===== src/sv/tao_pkg.sv =====
// tao_pkg: shared types and status codes of the timed alarm output table.
// Used by tao_cell and by the top level timed_alarm_output_table_unit.
// Depends on nothing.
package tao_pkg;

    typedef logic [2:0] t_status;

    localparam t_status ST_TIME       = 3'd0;
    localparam t_status ST_STARTED    = 3'd1;
    localparam t_status ST_KEPT       = 3'd2;
    localparam t_status ST_CONFLICT   = 3'd3;
    localparam t_status ST_NOT_OUTPUT = 3'd4;

    // Request broadcast to every cell of the row.
    typedef struct packed {
        logic go;     // item accepted this cycle
        logic hit;    // this cell is the enabled target of an alarm request
        logic level;  // requested active level
    } t_req;

    // Post-item view of one channel, taken by the top level into the result beat.
    typedef struct packed {
        logic active;
        logic drv;
        logic expired;
    } t_cell_out;

endpackage


===== src/sv/tao_cell.sv =====
// tao_cell: one channel of the alarm table (rule, countdown, pin level).
// Depends on tao_pkg; the status word ripples from the previous cell to the next.
module tao_cell #(
    parameter int TICK_BITS = 24
) (
    input  logic               i_clk,
    input  logic               i_rst_n,
    input  tao_pkg::t_req      i_req,
    input  logic [TICK_BITS-1:0] i_hold,
    input  logic [TICK_BITS-1:0] i_elapsed,
    input  tao_pkg::t_status   i_status,
    output tao_pkg::t_status   o_status,
    output tao_pkg::t_cell_out o_next
);
    import tao_pkg::*;

    logic                 r_active, r_level, r_drv;
    logic [TICK_BITS-1:0] r_rem;
    logic                 n_active, n_level, n_drv;
    logic [TICK_BITS-1:0] n_rem;
    logic [TICK_BITS-1:0] w_aged;
    t_status              w_own;
    logic                 w_expire;

    always_comb begin
        // age the running rule, floor at zero
        if (r_active && (r_rem > i_elapsed)) begin
            w_aged = r_rem - i_elapsed;
        end else if (r_active) begin
            w_aged = '0;
        end else begin
            w_aged = r_rem;
        end

        n_active = r_active;
        n_level  = r_level;
        n_drv    = r_drv;
        n_rem    = w_aged;
        w_own    = ST_TIME;

        if (i_req.hit) begin
            if (r_active && (r_level != i_req.level)) begin
                w_own = ST_CONFLICT;
            end else if (r_active) begin
                w_own = ST_KEPT;
                if (i_hold > w_aged) begin
                    n_rem = i_hold;
                end
            end else begin
                w_own    = ST_STARTED;
                n_active = 1'b1;
                n_level  = i_req.level;
                n_rem    = i_hold;
                n_drv    = i_req.level;
            end
        end

        // drop rules that reached zero, pin to the inverse level
        w_expire = n_active && (n_rem == '0);
        if (w_expire) begin
            n_drv    = ~n_level;
            n_active = 1'b0;
        end
    end

    assign o_status       = i_status | w_own;
    assign o_next.active  = n_active;
    assign o_next.drv     = n_drv;
    assign o_next.expired = w_expire;

    always_ff @(posedge i_clk) begin
        if (!i_rst_n) begin
            r_active <= 1'b0;
            r_level  <= 1'b0;
            r_drv    <= 1'b0;
        end else if (i_req.go) begin
            r_active <= n_active;
            r_level  <= n_level;
            r_drv    <= n_drv;
        end
    end

    always_ff @(posedge i_clk) begin
        if (i_req.go) begin
            r_rem <= n_rem;
        end
    end

endmodule


===== config.mk =====
export PLATFORM = sky130hd
export DESIGN_NAME = tao_cell
export DESIGN_NICKNAME = d
export VERILOG_FILES = /design/src/sv/tao_pkg.sv /design/src/sv/tao_cell.sv
export SDC_FILE = /design/constraint.sdc
export NUM_CORES = 1
export LEC_CHECK = 0
export ABC_CLOCK_PERIOD_IN_PS = 19200
export BUFFER_PORTS_ARGS = -buffer_cell sky130_fd_sc_hd__buf_2
export CAP_MARGIN = 40
export CELL_PAD_IN_SITES_DETAIL_PLACEMENT = 1
export CELL_PAD_IN_SITES_GLOBAL_PLACEMENT = 1
export CORE_ASPECT_RATIO = 0.6
export CORE_UTILIZATION = 47
export CTS_BUF_LIST = sky130_fd_sc_hd__clkbuf_4
export DETAILED_ROUTE_END_ITERATION = 10
export PLACE_DENSITY_LB_ADDON = 0.1
export RECOVER_POWER = 25
export SLEW_MARGIN = 20
export SYNTH_ARGS = -nofsm -noshare
export SYNTH_HDL_FRONTEND = slang
export SYNTH_SLANG_ARGS = --single-unit

===== constraint.sdc =====
create_clock -name i_clk -period 19.2 [get_ports i_clk]
set_clock_uncertainty 0.05 [all_clocks]
set_input_delay 3.84 -clock i_clk [delete_from_list [all_inputs] [get_ports i_clk]]
set_output_delay 3.84 -clock i_clk [all_outputs]
set_load 0.005 [all_outputs]

==> summary.md <==
| Metric | Value |
|---|---|
| Post-Synth Adder-Cell Area | `~17%` |
| Synthesized area per cell | `approximately 7.9 um2` |
| Setup Slack @ Placement | `about 5.4 ns` |
| DRC viols | `0` |
| Hold Path Class | `reg -> reg` |
| Vias in the first global route | `~3800` |
| Core area | `~7400 um2` |
| Drt initial violations | `416` |
| Antenna violations before repair | `0` |
| PwrDens | `approximately 73 nW/um2` |
| Post-synth top flop | `edfxtp_1` |
| Area share of xor/xnor cells in the synthesized design | `roughly 4.3%` |
| Cells resized by post-CTS repair | `0` |
| Minimum clock period after layout | `14.06 ns` |
| Largest net degree at the start of global routing | `33` |
| Kind of critical path | `in -> out` |
| Multiplexer area fraction after synthesis | `less than 1%` |
| WL met2 | `5.25 mm` |
| CTS tree | `yes` |
| Routability congestion estimate | `around 0.93` |
| Mapped Cells | `roughly 470` |
| Leakage power | `1.76 nW` |
| HPWL Detailed | `between 10 and 15 mm` |
| Starting Density | `49.8%` |
| H-Tree Depth | `1` |
| TNS Setup | `0 ns` |
| Failing checks | `capacitance limit, slew limit` |
| Syn_nets | `570` |
| RSZ-0062 raised after global routing | `no` |
| Drt total wl | `between 10 and 15 mm` |
| Worst Max-Slew Pin Slew | `roughly 1.7 ns` |
| # IOs | `62` |
| Clock Sink Count | `27` |
| Clock buffer depth | `2` |
| Worst rel slew slack | `-11.7%` |
| Die height | `70.6 um` |
| Count of buffers from port buffering | `59` |
| Max cap viols | `1` |
| Nets | `approximately 600` |
| Worst-path fanout max | `32` |
| WL met1 | `6.23 mm` |
| Yosys top cell area share | `about a fifth` |
| First-pass GRT wire length | `just over 20 mm` |
| Vias/cell | `around 6.3` |
| Num CTS Buffers | `3` |
| ANT nets after route | `0` |
| Setup Buffers After CTS | `0` |
| CP Launch Type | `input port` |
| CTS root buf | `clkbuf_4` |
| Post-synthesis sequential area ratio | `a little over a fifth` |
| CP endpoint kind | `primary output` |
| Residual overflow from global routing | `0` |
| Asr flop ratio synth | `0%` |
| Fmax | `just over 70 MHz` |
| Netlist Area Pre-Place | `3690 um2` |
| Peak supply drop | `approximately 0.031 mV` |
| CP arrival | `around 10 ns` |
| Synth Warn # | `0` |
| Simple-Gate Fraction of Synth Area | `19.9%` |
| Synthesized flop and latch total | `27` |
| Most numerous cell in the Yosys netlist | `a21oi_1` |
| Clk pin slew, worst setup/hold paths | `0.17 ns` |
| WP data required | `approximately 15 ns` |
| Compound-Gate Fraction of Synth Area | `31.0%` |
| Post-synth EDFFs | `24` |
| DR top layer | `met4` |
| DR pass1 iterations | `5` |
| Final setup violation count | `0` |
| Hold_buf cts | `0` |
| Synth area leaders | `edfxtp_1 20%, ha_1 16%, a21oi_1 8.9%` |
| Ant. Diodes | `0` |
| Design Power | `between 200 and 300 uW` |
| Clock Latency Late Sink | `roughly 0.35 ns` |
| Die area | `8220 um2` |
| Slew Limit Fails | `32` |
| Largest family of logic cells by synthesized area | `compound AO/OA/AOI/OAI gates` |
| Tot GR Track Use | `between 30% and 40%` |
| Setup ws final | `5.14 ns` |
| Status | `complete, but fails checks` |
| Unique cell type count in the Yosys netlist | `between 60 and 70` |
| Die width | `~120 um` |
| DR WL met3 | `between 1 and 1.5 mm` |
| Tcrit/Tclk final | `around three quarters` |
| # rows | `24` |
| Syn-to-layout area delta | `10.2%` |
| Fin. Hold Viols | `0` |
| Vias | `3899` |
| Post-synth top cells | `66 x a21oi_1, 53 x nor2_1, 48 x ha_1` |
| Drt wl/cell | `20.8 um` |
| Layout cells sized above 1 | `between 10% and 20%` |
| Leading area contributor after synthesis | `edfxtp_1` |
[report_power, final]
| group | switching, mW | internal (mW) |
|---|---|---|
| registers | 0.0106 | 0.0758 |
| logic | 0.114 | 0.0668 |
| clock network | 0.0197 | 0.00802 |
[metrics by stage]
stage,std cells,instance area (um2),utilization (%),hold slack (ns)
detailed placement,611,4040,54.5,0.504
CTS,615,4070,54.9,0.524
global route,615,4070,54.8,0.584
floorplan,465,3690,-,0.423
finish,615,4070,54.8,0.524
global placement,611,4040,54.5,0.454
[critical path, stage by stage]
cell and delay [ns]:
buf_2 0.10, ha_1 0.20, inv_1 0.07, fa_1 0.23
a211oi_2 0.14, nor3_2 0.27, o211ai_2 0.14, a211o_1 0.31
a21o_1 0.36, o32ai_1 0.62, inv_1 0.17, ha_1 0.33
nand3_1 0.13, nor4_1 0.40, nand2_1 0.14, o21a_1 0.25
o221ai_4 0.55, buf_4 0.42, nor2_1 0.09, a31oi_1 0.16
o21ai_1 0.16, nor4_4 0.56, xnor2_1 0.14, a211oi_2 0.22
buf_2 0.14
[state kept, by name (all words and copies together), names as in the netlist]
register  flops
r_rem        24
r_drv         1
r_level       1
r_active      1
[routing by layer]
metal,track usage [%],vias to the layer above
met1,51.9,1863
met5,0,-
li1,-,1833
met2,47.1,190
met3,3.68,13
met4,5.84,0
[path summary, 6_finish.rpt]
check / startpoint / end / slack, ns / depth (start not counted)
max: i_elapsed[0] / o_next[1] / 5.14 / 25
min: r_level$_SDFFE_PN0P_ / r_level$_SDFFE_PN0P_ / 0.52 / 2
max reg2reg: r_rem[0]$_DFFE_PP_ / r_drv$_SDFFE_PN0P_ / 12.28 / 24
min reg2reg: r_level$_SDFFE_PN0P_ / r_level$_SDFFE_PN0P_ / 0.52 / 2
[cells in the final DEF, fill, tap and decap left out, types with 3 or more instances in the layout]
master / synthesis / final
o21ai_1: 6 / 6
a32oi_1: 3 / 3
o21a_1: 10 / 10
dfxtp_1: 3 / 3
ha_1: 48 / 48
nor3_1: 6 / 6
o211ai_1: 5 / 5
clkbuf_4: 0 / 3
a21oi_1: 66 / 66
a211oi_1: 6 / 6
a21oi_2: 3 / 3
nand3b_1: 3 / 3
nand2b_1: 4 / 4
a21o_1: 10 / 10
buf_2: 3 / 58
xnor2_1: 14 / 14
nor4_1: 8 / 8
a31oi_1: 4 / 4
xor2_1: 4 / 4
o21ai_0: 19 / 19
inv_1: 35 / 35
nor2_1: 53 / 53
nand3_1: 7 / 7
nor2b_1: 4 / 4
nand2_1: 34 / 34
edfxtp_1: 24 / 24
a22oi_1: 8 / 8
and3_1: 6 / 6
a211o_1: 4 / 4
nand4_1: 9 / 9
[area by class of cell]
class                   instances  area, um2
flip-flops and latches         27        781
repair buffers                 60        302
clock buffers                   3       22.5
multi-input cells             384       2690
clock inverters                 1       7.51
well taps                     104        130
inverters                      36        135
fillers                       956       3350
[cells by family (layout without fill, tap and decap cells)]
group | after synthesis | after routing
AOI/OAI and AO/OA | 168 | 168
and+or+nand+nor | 147 | 147
buffers and inverters | 54 | 100
adders and majority gates | 49 | 49
DFF | 27 | 27
xor gates and xnor gates | 18 | 18
muxes | 2 | 2
(Power assumes the default switching activity.)
